## src/sv/i2c_master_byte_engine_core_defines.svh

```systemverilog
// Assertion macros shared by the I2C byte engine RTL.
`ifndef I2C_MASTER_BYTE_ENGINE_CORE_DEFINES_SVH
`define I2C_MASTER_BYTE_ENGINE_CORE_DEFINES_SVH

// Same-cycle implication, checked at every clock edge outside reset.
`define I2CMB_ASSERT_NOW(lbl, ante, cons, msg) \
  lbl: assert property (@(posedge clk) disable iff (!rst_n) (ante) |-> (cons)) \
    else $error(msg);

// Next-cycle implication, checked at every clock edge outside reset.
`define I2CMB_ASSERT_NEXT(lbl, ante, cons, msg) \
  lbl: assert property (@(posedge clk) disable iff (!rst_n) (ante) |=> (cons)) \
    else $error(msg);

`endif

```

## src/sv/i2cmb_pkg.sv

```systemverilog
// Types, codes and state layout for the I2C byte engine.
package i2cmb_pkg;

  typedef enum logic [2:0] {
    CMD_TICK    = 3'd0,
    CMD_START   = 3'd1,
    CMD_STOP    = 3'd2,
    CMD_WRITE   = 3'd3,
    CMD_READ    = 3'd4,
    CMD_STRETCH = 3'd5
  } cmd_t;

  typedef enum logic [4:0] {
    PH_IDLE          = 5'd0,
    PH_START_B       = 5'd1,
    PH_START_C       = 5'd2,
    PH_STOP_B        = 5'd3,
    PH_STOP_C        = 5'd4,
    PH_STOP_D        = 5'd5,
    PH_WR_HIGH       = 5'd6,
    PH_WR_LOW        = 5'd7,
    PH_WR_ACK_RISE   = 5'd8,
    PH_WR_ACK_SAMPLE = 5'd9,
    PH_WR_ACK_END    = 5'd10,
    PH_RD_RISE       = 5'd11,
    PH_RD_SAMPLE     = 5'd12,
    PH_RD_ACK_RISE   = 5'd13,
    PH_RD_ACK_END    = 5'd14,
    PH_ST_RELEASE    = 5'd15,
    PH_ST_POLL       = 5'd16
  } phase_t;

  typedef enum logic [1:0] {
    STAT_OK      = 2'd0,
    STAT_NACK    = 2'd1,
    STAT_TIMEOUT = 2'd2
  } status_t;

  // register indexes on the config port
  localparam logic REG_DELAY_TICKS   = 1'b0;
  localparam logic REG_STRETCH_LIMIT = 1'b1;

  localparam logic [7:0] DELAY_TICKS_RST   = 8'd1;
  localparam logic [7:0] STRETCH_LIMIT_RST = 8'd10;
  localparam logic [7:0] CNT_MAX           = 8'hFF;
  localparam logic [3:0] BITS_PER_BYTE     = 4'd8;

  typedef struct packed {
    logic [2:0] cmd;
    logic [7:0] data_byte;
    logic       send_ack;
    logic       sda_in;
    logic       scl_in;
  } in_item_t;

  typedef struct packed {
    logic       scl_out;
    logic       sda_out;
    logic       busy_res;
    logic       done_res;
    logic [7:0] read_byte;
    logic [1:0] status;
    logic       rejected;
  } out_item_t;

  typedef struct packed {
    phase_t     phase;
    logic [2:0] active_command;
    logic [3:0] bit_index;
    logic [7:0] shift_byte;
    logic [7:0] delay_count;
    logic [7:0] stretch_count;
    logic       ack_choice;
    logic       scl_level;
    logic       sda_level;
    logic [1:0] last_status;
    logic [7:0] read_hold;
  } seq_state_t;

  localparam seq_state_t SEQ_STATE_RST = '{
    phase:          PH_IDLE,
    active_command: 3'd0,
    bit_index:      4'd0,
    shift_byte:     8'd0,
    delay_count:    8'd0,
    stretch_count:  8'd0,
    ack_choice:     1'b0,
    scl_level:      1'b1,
    sda_level:      1'b1,
    last_status:    2'd0,
    read_hold:      8'd0
  };

endpackage

```

## src/sv/i2cmb_seq.sv

```systemverilog
// Line sequencer step: next state and result beat for one input item.
module i2cmb_seq
  import i2cmb_pkg::*;
(
  input  seq_state_t st,
  input  in_item_t   item,
  input  logic [7:0] delay_ticks,
  input  logic [7:0] stretch_limit,
  output seq_state_t st_nxt,
  output out_item_t  res
);

  logic       is_cmd;
  logic       done;
  logic       rej;
  logic [7:0] eff_delay;
  logic [7:0] eff_limit;
  logic [7:0] dly_inc;
  logic [7:0] str_inc;
  logic [3:0] bit_inc;

  assign is_cmd    = (item.cmd >= CMD_START) && (item.cmd <= CMD_STRETCH);
  assign eff_delay = (delay_ticks == 8'd0) ? 8'd1 : delay_ticks;
  assign eff_limit = (stretch_limit == 8'd0) ? 8'd1 : stretch_limit;
  assign dly_inc   = (st.delay_count == CNT_MAX) ? CNT_MAX : st.delay_count + 8'd1;
  assign str_inc   = (st.stretch_count == CNT_MAX) ? CNT_MAX : st.stretch_count + 8'd1;
  assign bit_inc   = st.bit_index + 4'd1;

  always_comb begin
    st_nxt = st;
    done   = 1'b0;
    rej    = 1'b0;
    if (st.phase == PH_IDLE) begin
      if (is_cmd) begin
        st_nxt.active_command = item.cmd;
        st_nxt.delay_count    = 8'd0;
        st_nxt.bit_index      = 4'd0;
        case (item.cmd)
          CMD_START: begin
            st_nxt.scl_level = 1'b1;
            st_nxt.sda_level = 1'b1;
            st_nxt.phase     = PH_START_B;
          end
          CMD_STOP: begin
            st_nxt.scl_level = 1'b0;
            st_nxt.sda_level = 1'b0;
            st_nxt.phase     = PH_STOP_B;
          end
          CMD_WRITE: begin
            st_nxt.shift_byte = item.data_byte;
            st_nxt.scl_level  = 1'b0;
            st_nxt.sda_level  = item.data_byte[7];
            st_nxt.phase      = PH_WR_HIGH;
          end
          CMD_READ: begin
            st_nxt.shift_byte = 8'd0;
            st_nxt.ack_choice = item.send_ack;
            st_nxt.sda_level  = 1'b1;
            st_nxt.phase      = PH_RD_RISE;
          end
          default: begin
            st_nxt.phase = PH_ST_RELEASE;
          end
        endcase
      end
    end else begin
      rej                = is_cmd;
      st_nxt.delay_count = dly_inc;
      if (dly_inc >= eff_delay) begin
        st_nxt.delay_count = 8'd0;
        case (st.phase)
          PH_START_B: begin
            st_nxt.sda_level = 1'b0;
            st_nxt.phase     = PH_START_C;
          end
          PH_START_C: begin
            st_nxt.scl_level   = 1'b0;
            st_nxt.phase       = PH_IDLE;
            st_nxt.last_status = STAT_OK;
            done               = 1'b1;
          end
          PH_STOP_B: begin
            st_nxt.scl_level = 1'b1;
            st_nxt.phase     = PH_STOP_C;
          end
          PH_STOP_C: begin
            st_nxt.sda_level = 1'b1;
            st_nxt.phase     = PH_STOP_D;
          end
          PH_STOP_D: begin
            st_nxt.phase       = PH_IDLE;
            // a stop that follows a write can only come from a NACK
            st_nxt.last_status = (st.active_command == CMD_WRITE) ? STAT_NACK : STAT_OK;
            done               = 1'b1;
          end
          PH_WR_HIGH: begin
            st_nxt.scl_level = 1'b1;
            st_nxt.phase     = PH_WR_LOW;
          end
          PH_WR_LOW: begin
            st_nxt.scl_level = 1'b0;
            st_nxt.bit_index = bit_inc;
            if (bit_inc < BITS_PER_BYTE) begin
              st_nxt.shift_byte = {st.shift_byte[6:0], 1'b0};
              st_nxt.sda_level  = st.shift_byte[6];
              st_nxt.phase      = PH_WR_HIGH;
            end else begin
              st_nxt.sda_level = 1'b1;
              st_nxt.phase     = PH_WR_ACK_RISE;
            end
          end
          PH_WR_ACK_RISE: begin
            st_nxt.scl_level = 1'b1;
            st_nxt.phase     = PH_WR_ACK_SAMPLE;
          end
          PH_WR_ACK_SAMPLE: begin
            if (item.sda_in) begin
              st_nxt.scl_level = 1'b0;
              st_nxt.sda_level = 1'b0;
              st_nxt.phase     = PH_STOP_B;
            end else begin
              st_nxt.phase = PH_WR_ACK_END;
            end
          end
          PH_WR_ACK_END: begin
            st_nxt.scl_level   = 1'b0;
            st_nxt.phase       = PH_IDLE;
            st_nxt.last_status = STAT_OK;
            done               = 1'b1;
          end
          PH_RD_RISE: begin
            st_nxt.scl_level = 1'b1;
            st_nxt.phase     = PH_RD_SAMPLE;
          end
          PH_RD_SAMPLE: begin
            st_nxt.shift_byte = {st.shift_byte[6:0], item.sda_in};
            st_nxt.scl_level  = 1'b0;
            st_nxt.bit_index  = bit_inc;
            if (bit_inc < BITS_PER_BYTE) begin
              st_nxt.phase = PH_RD_RISE;
            end else begin
              st_nxt.sda_level = ~st.ack_choice;
              st_nxt.phase     = PH_RD_ACK_RISE;
            end
          end
          PH_RD_ACK_RISE: begin
            st_nxt.scl_level = 1'b1;
            st_nxt.phase     = PH_RD_ACK_END;
          end
          PH_RD_ACK_END: begin
            st_nxt.scl_level   = 1'b0;
            st_nxt.read_hold   = st.shift_byte;
            st_nxt.phase       = PH_IDLE;
            st_nxt.last_status = STAT_OK;
            done               = 1'b1;
          end
          PH_ST_RELEASE: begin
            st_nxt.scl_level     = 1'b1;
            st_nxt.stretch_count = 8'd0;
            st_nxt.phase         = PH_ST_POLL;
          end
          PH_ST_POLL: begin
            if (item.scl_in) begin
              st_nxt.phase       = PH_IDLE;
              st_nxt.last_status = STAT_OK;
              done               = 1'b1;
            end else begin
              st_nxt.stretch_count = str_inc;
              if (str_inc >= eff_limit) begin
                st_nxt.phase       = PH_IDLE;
                st_nxt.last_status = STAT_TIMEOUT;
                done               = 1'b1;
              end
            end
          end
          default: begin
            st_nxt.phase = PH_IDLE;
          end
        endcase
      end
    end
  end

  always_comb begin
    res.scl_out   = st_nxt.scl_level;
    res.sda_out   = st_nxt.sda_level;
    res.busy_res  = (st_nxt.phase != PH_IDLE);
    res.done_res  = done;
    res.read_byte = st_nxt.read_hold;
    res.status    = st_nxt.last_status;
    res.rejected  = rej;
  end

endmodule

```

## src/sv/i2c_master_byte_engine_core.sv

```systemverilog
// Top level of the I2C master byte engine: beat registers, config port, sequencer state.
//
//  channel | direction | payload    | handshake
//  --------+-----------+------------+--------------------------
//  in_     | in        | in_item_t  | in_valid / in_stall
//  out_    | out       | out_item_t | out_valid / out_stall
//  cfg     | in/out    | 32b regs   | psel / penable / pready=1
//
// One beat per cycle sustained while out_stall is low; a taken beat goes into the input
// register, one sequencer step on it feeds the result register, and from there it shows on out_.
// The sequencer state advances once per beat, in order, so throughput is set
// only by downstream stalls. out_stall backs up through the input register
// to in_stall in the same cycle. Synchronous reset idles the sequencer with
// both lines released and loads delay_ticks=1, stretch_limit=10.
module i2c_master_byte_engine_core
  import i2cmb_pkg::*;
(
  input  logic        clk,
  input  logic        rst_n,
  input  logic        in_valid,
  output logic        in_stall,
  input  in_item_t    in_data,
  output logic        out_valid,
  input  logic        out_stall,
  output out_item_t   out_data,
  input  logic        psel,
  input  logic        penable,
  input  logic        pwrite,
  input  logic [2:0]  paddr,
  input  logic [31:0] pwdata,
  output logic [31:0] prdata,
  output logic        pready
);

`include "i2c_master_byte_engine_core_defines.svh"

  logic       in_valid_r;
  in_item_t   in_item_r;
  logic       out_valid_r;
  out_item_t  out_data_r;
  seq_state_t state_r;
  seq_state_t state_nxt;
  out_item_t  res;
  logic [7:0] delay_ticks_r;
  logic [7:0] stretch_limit_r;
  logic       out_open;
  logic       step;
  logic       cfg_wr;

  assign out_open = !out_valid_r || !out_stall;
  assign step     = in_valid_r && out_open;
  assign in_stall = in_valid_r && !out_open;

  assign out_valid = out_valid_r;
  assign out_data  = out_data_r;

  always_ff @(posedge clk) begin
    if (!rst_n) begin
      in_valid_r <= 1'b0;
    end else if (!in_stall) begin
      in_valid_r <= in_valid;
    end
  end

  always_ff @(posedge clk) begin
    if (in_valid && !in_stall) begin
      in_item_r <= in_data;
    end
  end

  i2cmb_seq u_seq (
    .st            (state_r),
    .item          (in_item_r),
    .delay_ticks   (delay_ticks_r),
    .stretch_limit (stretch_limit_r),
    .st_nxt        (state_nxt),
    .res           (res)
  );

  always_ff @(posedge clk) begin
    if (!rst_n) begin
      state_r     <= SEQ_STATE_RST;
      out_valid_r <= 1'b0;
    end else begin
      if (step) begin
        state_r <= state_nxt;
      end
      if (out_open) begin
        out_valid_r <= in_valid_r;
      end
    end
  end

  always_ff @(posedge clk) begin
    if (step) begin
      out_data_r <= res;
    end
  end

  // config port
  assign pready = 1'b1;
  assign cfg_wr = psel && penable && pwrite;

  always_ff @(posedge clk) begin
    if (!rst_n) begin
      delay_ticks_r   <= DELAY_TICKS_RST;
      stretch_limit_r <= STRETCH_LIMIT_RST;
    end else if (cfg_wr) begin
      case (paddr[2])
        REG_DELAY_TICKS:   delay_ticks_r   <= pwdata[7:0];
        REG_STRETCH_LIMIT: stretch_limit_r <= pwdata[7:0];
        default: begin
        end
      endcase
    end
  end

  always_comb begin
    case (paddr[2])
      REG_DELAY_TICKS:   prdata = {24'd0, delay_ticks_r};
      REG_STRETCH_LIMIT: prdata = {24'd0, stretch_limit_r};
      default:           prdata = 32'd0;
    endcase
  end

  `I2CMB_ASSERT_NOW(a_idle_no_count, state_r.phase == PH_IDLE, state_r.delay_count == 8'd0, "delay count left running while idle")
  `I2CMB_ASSERT_NOW(a_bit_range, 1'b1, state_r.bit_index <= BITS_PER_BYTE, "bit index past a byte")
  `I2CMB_ASSERT_NEXT(a_held_beat, in_valid_r && !out_open, in_valid_r && $stable(in_item_r), "held input beat lost")
  `I2CMB_ASSERT_NOW(a_done_not_busy, out_valid_r && out_data_r.done_res, !out_data_r.busy_res, "done beat still flagged busy")

endmodule

```

## config.mk

```make
export PLATFORM = sky130hd
export DESIGN_NAME = i2c_master_byte_engine_core
export DESIGN_NICKNAME = d
export VERILOG_FILES = /design/src/sv/i2cmb_pkg.sv /design/src/sv/i2cmb_seq.sv /design/src/sv/i2c_master_byte_engine_core.sv
export VERILOG_INCLUDE_DIRS = /design/src /design/src/sv
export SDC_FILE = /design/constraint.sdc
export NUM_CORES = 1
export LEC_CHECK = 0
export BUFFER_PORTS_ARGS = -buffer_cell sky130_fd_sc_hd__buf_4
export CAP_MARGIN = 20
export CORE_ASPECT_RATIO = 0.9
export CORE_MARGIN = 1.5
export CORE_UTILIZATION = 57
export CTS_CLUSTER_DIAMETER = 150
export DETAILED_ROUTE_END_ITERATION = 16
export GPL_TIMING_DRIVEN = 1
export PLACE_DENSITY_LB_ADDON = 0.05
export SYNTH_ARGS = -nofsm -noshare
export SYNTH_HDL_FRONTEND = slang
export SYNTH_HIERARCHICAL = 1
export SYNTH_SLANG_ARGS = --single-unit
```

## constraint.sdc

```tcl
create_clock -name clk -period 4.2 [get_ports clk]
set_input_delay 0.84 -clock clk [delete_from_list [all_inputs] [get_ports clk]]
set_output_delay 0.84 -clock clk [all_outputs]
set_load 0.005 [all_outputs]
```

==> results.sh, run 1 <==
export IMPL_initial_core_util=0.580
export IMPL_power_internal_mw=1.54
export IMPL_vias=5055
export IMPL_fmax_mhz=274
export IMPL_postRouteWirelength_um=14000
export IMPL_gp_congestion=0.918
export IMPL_synthesis_area_um2=6240
export IMPL_grt_overflow_total=0
export IMPL_yosys_register_bits=96
export IMPL_fin_crit_sh=0.870
export IMPL_min_path_type="register to register"
export IMPL_clkPwrFrac=0.363
export IMPL_synth_top_area_share=0.215
export IMPL_grt_max_degree=95
export IMPL_placedCellCount=868
export IMPL_via_per_inst=5.72
export IMPL_cts_buffer_depth=2
export IMPL_die_w_um=113
export IMPL_cts_hold_buf=0
export IMPL_root_buffer="clkbuf_16"
export IMPL_p_comb_frac=0.156
export IMPL_port_buffers=54
export IMPL_worstSetupPathType="register to register"
export IMPL_ys_async_sr_fraction=0
export IMPL_cp_data_required_time_ns=4.48
export IMPL_hold_viol_final=0
export IMPL_arrival_ns=3.93
export IMPL_rsz0062_at_grt="false"
export IMPL_p_leak_nw=2.73
export IMPL_ys_seq_area_frac=0.354
export IMPL_wl_per_cell_um=15.8
export IMPL_antennaDiodeCount=0
export IMPL_cts_tree="yes"
export IMPL_met1_usage=0.321
export IMPL_grt_busiest_layer="met2"
export IMPL_switchingPower_mw=0.588
export IMPL_synth_edf_count=29
export IMPL_numCtsBuffers=9
export IMPL_synthFlopType="dfxtp_1"
export IMPL_cap_violations=0
export IMPL_vdd_drop_max_mv=0.296
export IMPL_post_cts_buffers=0
export IMPL_status="completed"
export IMPL_pwr_share_seq=0.482
export IMPL_antenna_found_initial=0
export IMPL_cp_max_fo=18
export IMPL_io_pins=106
export IMPL_powerDensity_nw_per_um2=318
export IMPL_synth_cells=735
export IMPL_nNetsFinal=821
export IMPL_grtUsageTotal=0.242
export IMPL_grt_pass1_vias=4509
export IMPL_cts_resized=0
export IMPL_detail_route_antenna_nets=0
export IMPL_clk_pin_slew_ns=0.07
export IMPL_drt_iter0_drc=290
export IMPL_die_area_um2=11600
export IMPL_htreeDepth=3
export IMPL_fin_tns_setup_ns=0
export IMPL_met3_usage=0.0516
export IMPL_num_rows=36
export IMPL_drive_gt1_frac=0.137
export IMPL_use_met2=0.404
export IMPL_ys_top_cells_by_area="dfxtp_1 21%, edfxtp_1 14%, mux2i_1 11%"
export IMPL_start_kind="register"
export IMPL_grt_pass1_wl_um=22200
export IMPL_fp_coreArea_um2=10800
export IMPL_firstDrtPassIters=5
export IMPL_swShare=0.277
export IMPL_syn_avg_cell_area_um2=8.49
export IMPL_setup_viol=0
export IMPL_critPathCaptureType="register"
export IMPL_worst_pin_slew_ns=0.872
export IMPL_yosysTopAreaCell="dfxtp_1"
export IMPL_die_h_um=102
export IMPL_hpwl_um=9780
export IMPL_area_growth_syn_to_layout_pct=7.19
export IMPL_synth_distinct_cells=67
export IMPL_fin_crit_ns=3.65
export IMPL_clk_latency_ns=0.35
export IMPL_cts_num_sinks=96
export IMPL_fin_skew_ns=0.0112
export IMPL_slew_viol_final=0
export IMPL_drc=0
export IMPL_synth_warnings=6
export IMPL_fin_cells=884
export IMPL_relSlewSlack=0.417
final cells by class:
class | instances | area (µm²)
Clock inverter | 4 | 30.0
Multi-Input combinational cell | 557 | 3500
Clock buffer | 12 | 246
Fill cell | 948 | 4070
Sequential cell | 96 | 2210
Timing Repair Buffer | 61 | 458
Inverter | 21 | 78.8
Tap cell | 133 | 166
power by group through the flow:
stage               Combinational, mW  Sequential [mW]  Clock [mW]
finish                          0.332             1.02       0.771
CTS                             0.330             1.02       0.794
floorplan                       0.276             1.02           0
global route                    0.364             1.03       0.827
global placement                0.321             1.04           0
detailed placement              0.329             1.04           0
layout by cell type, fill, tap and decap left out, types with 10 or more instances in the layout:
master / instances
nand3_1: 16
nand2_1: 171
nor2_1: 26
edfxtp_1: 29
conb_1: 25
mux2i_1: 67
a21oi_1: 33
inv_1: 21
nor3_1: 12
ha_1: 19
nand2b_1: 13
mux2_2: 18
dfxtp_1: 67
a22o_1: 10
nor2b_1: 22
buf_4: 61
o21ai_0: 28
state kept, by name, summed over array words and instances (netlist names):
name             cells
stretch_limit_r      8
in_valid_r           1
out_data            15
in_item_r           14
delay_ticks_r        8
state_r             49
out_valid            1
logic make-up after synthesis:
logic type               count (synthesis)  synth area share
buffers and inverters                  105             0.101
AO/OA/AOI/OAI                          128             0.139
flip-flops                              96             0.354
AND/OR/NAND/NOR                        291             0.215
multiplexers                            85             0.140
adder cells (fa/ha/maj)                 19            0.0381
XOR/XNOR                                 9            0.0126
other                                    2           0.00120
cell usage after synthesis (7+ instances only):
library cell	instances
xnor2_1	7
buf_4	42
a22o_1	10
nand2_1	171
clkbuf_1	15
inv_1	21
a21oi_1	33
nor3_1	12
mux2i_1	67
dfxtp_1	67
nand3_1	16
and3_1	7
a211oi_1	9
nor2_1	26
nand2b_1	13
o21ai_0	28
ha_1	19
buf_2	19
edfxtp_1	29
nor2b_1	22
buf_6	7
mux2_2	18
per-layer routing:
layer	up-vias	wire length, µm	share of wire
met3	16	607	0.043
li1	2528	-	-
met1	2387	6680	0.48
met5	-	0	0
met2	124	6530	0.47
met4	0	179	0.013
path summary, 6_finish.rpt:
| check | start | end | slack [ns] | cells past startpoint |
|---|---|---|---|---|
| worst max-delay path | state_r[21] | state_r[26] | 0.55 | 14 |
| worst min-delay path | state_r[1] | state_r[1] | 0.46 | 2 |
| worst max register to register | state_r[21] | state_r[26] | 0.55 | 14 |
| worst min register to register | state_r[1] | state_r[1] | 0.46 | 2 |
critical path: stages, from the launching register on:
cell	delay, ns
dfxtp_1	0.46
ha_1	0.30
and3_1	0.23
nand3_1	0.12
and2_1	0.20
ha_1	0.28
nand2b_1	0.15
a2111o_1	0.46
a31oi_2	0.35
buf_4	0.32
nand2_1	0.15
o21ai_0	0.23
a22o_1	0.15
nand2_1	0.05
mux2i_1	0.15
through the flow:
step / setup slack (ns) / power (mW) / cell area (µm²) / hold slack (ns) / util
5_1_grt: 0.203 / 2.22 / 6690 / 0.485 / 0.622
4_1_cts: 0.565 / 2.15 / 6690 / 0.461 / 0.622
3_5_place_dp: 0.605 / 1.37 / 6420 / 0.450 / 0.596
6_report: 0.547 / 2.13 / 6690 / 0.457 / 0.622
2_1_floorplan: 0.812 / 1.30 / 6330 / 0.431 / -
3_3_place_gp: 0.657 / 1.36 / 6420 / 0.441 / 0.596
Power figures use the tool's default switching activity.
==> run 2: changes to the inputs <==
Settings changed: CTS_BUF_LIST from default to sky130_fd_sc_hd__clkbuf_16.
==> run 2 against run 1 <==
Net effect:
- global-route usage is the same
- clock power shrank 3.1%
- wire length shrank 0.27%
- first-iteration DRC count shrank 3.4%
- final area shrank 0.15%
- cell count is the same
- total power shrank 1.1%
- critical path depth is the same
- utilization shrank 0.093 points
- sequential power is essentially flat
- maximum frequency shrank 0.62%
- sequential share of layout area is essentially flat
- critical endpoint unchanged
==> results.sh, run 2 (synthesis results as in run 1) <==
export IMPL_start_kind="register"
export IMPL_setup_viol=0
export IMPL_fin_total_pwr_mw=2.10
export IMPL_placed_area_um2=6420
export IMPL_largest_reg_flops=49
export IMPL_rsz0062_at_grt="false"
export IMPL_min_path_cells=2
export IMPL_numCtsBuffers=9
export IMPL_hpwl_um=9780
export IMPL_cap_violations=0
export IMPL_relSlewSlack=0.418
export IMPL_r2r_end="state_r[26]"
export IMPL_fp_coreArea_um2=10800
export IMPL_antennaDiodeCount=0
export IMPL_cts_tree="yes"
export IMPL_worstSetupPathType="register to register"
export IMPL_drt_iter0_drc=280
export IMPL_clk_pin_slew_ns=0.07
export IMPL_cts_buffer_depth=2
export IMPL_fin_skew_ns=0.0113
export IMPL_initial_core_util=0.580
export IMPL_wl_per_cell_um=15.8
export IMPL_fin_area_um2=6680
export IMPL_arrival_ns=3.96
export IMPL_slowest_delay_ns=0.46
export IMPL_fin_cells=884
export IMPL_min_path_type="register to register"
export IMPL_grt_pass1_vias=4512
export IMPL_via_per_inst=5.74
export IMPL_cp_max_fo=18
export IMPL_root_buffer="clkbuf_16"
export IMPL_hold_viol_final=0
export IMPL_final_cell_mix="171 x nand2_1, 67 x mux2i_1, 67 x dfxtp_1"
export IMPL_drive_gt1_frac=0.136
export IMPL_nNetsFinal=821
export IMPL_crit_start="state_r[21]"
export IMPL_detail_route_antenna_nets=0
export IMPL_fin_tns_setup_ns=0
export IMPL_num_rows=36
export IMPL_cts_num_sinks=96
export IMPL_cp_data_required_time_ns=4.48
export IMPL_p_leak_nw=2.73
export IMPL_cts_resized=0
export IMPL_area_growth_syn_to_layout_pct=7.03
export IMPL_final_common_cell="nand2_1"
export IMPL_critPathBufInv=1
export IMPL_clk_latency_ns=0.35
export IMPL_worst_pin_slew_ns=0.871
export IMPL_firstDrtPassIters=5
export IMPL_postRouteWirelength_um=14000
export IMPL_die_area_um2=11600
export IMPL_die_h_um=102
export IMPL_path_cells="ha_1 > and3_1 > nand3_1 > and2_1 > ha_1 > nand2b_1 > a2111o_1 > a31oi_2 > buf_4 > nand2_1 > o21ai_0 > a22o_1 > nand2_1 > mux2i_1"
export IMPL_port_buffers=54
export IMPL_drc=0
export IMPL_grtUsageTotal=0.242
export IMPL_vdd_drop_max_mv=0.296
export IMPL_io_pins=106
export IMPL_grt_max_degree=95
export IMPL_critPathCaptureType="register"
export IMPL_critPathTopFamily="compound AO/OA/AOI/OAI gates"
export IMPL_htreeDepth=3
export IMPL_grt_pass1_wl_um=22200
export IMPL_post_cts_buffers=0
export IMPL_top_register="state_r"
export IMPL_fin_crit_ns=3.68
export IMPL_cts_hold_buf=0
export IMPL_reg2reg_slack_ns=0.52
export IMPL_fin_crit_sh=0.875
export IMPL_r2r_cells=14
export IMPL_powerDensity_nw_per_um2=315
export IMPL_status="completed"
export IMPL_r2r_start="state_r[21]"
export IMPL_cp_depth=14
export IMPL_fillers=950
export IMPL_grt_overflow_total=0
export IMPL_gp_congestion=0.918
export IMPL_endpoint="state_r[26]"
export IMPL_fin_util=0.621
export IMPL_placedCellCount=868
export IMPL_antenna_found_initial=0
export IMPL_slew_viol_final=0
export IMPL_vias=5076
export IMPL_cpMaxStageDelayCell="dfxtp_1"
export IMPL_fmax_mhz=272
export IMPL_die_w_um=113
==> run 2: through the flow <==
| step | hold slack, ns | setup slack (ns) |
|---|---|---|
| floorplan | 0.431 | 0.812 |
| global placement | 0.441 | 0.657 |
| detailed placement | 0.450 | 0.605 |
| CTS | 0.461 | 0.564 |
| global route | 0.485 | 0.202 |
| finish | 0.458 | 0.525 |
==> run 2: where the power goes <==
group          internal [mW]  switching, mW  leakage, nW
logic                  0.131          0.201         1.78
registers              0.989         0.0359        0.820
clock network          0.396          0.351        0.132
==> run 2: worst min path at each step <==
stage               start          to  slack, ns
6_report       state_r[1]  state_r[1]       0.46
5_1_grt        state_r[1]  state_r[1]       0.49
4_1_cts        state_r[3]  state_r[3]       0.46
3_5_place_dp   state_r[3]  state_r[3]       0.45
3_3_place_gp   state_r[5]  state_r[5]       0.44
2_1_floorplan  state_r[8]  state_r[8]       0.43
==> run 2: worst reg2reg max path, cell delays in order, from the launching register on <==
cell,delay (ns)
dfxtp_1,0.46
ha_1,0.29
and3_1,0.23
nand3_1,0.11
and2_1,0.19
ha_1,0.28
nand2b_1,0.15
a2111o_1,0.46
a31oi_2,0.37
buf_4,0.32
nand2_1,0.15
o21ai_0,0.23
a22o_1,0.16
nand2_1,0.05
mux2i_1,0.15
==> run 2: routing by layer <==
metal	wire [µm]	global-route usage
met5	0	0
met2	6540	0.404
met1	6610	0.321
met4	189	0.0683
met3	618	0.0516
==> run 2: area by class of cell <==
cell class,count,area (µm²),area share
inverter,21,78.8,0.0118
tap,133,166,0.0249
sequential,96,2210,0.331
multi-input combinational,557,3500,0.524
clock buffer,9,225,0.0337
clock inverter,7,41.3,0.00618
timing repair buffer,61,458,0.0685
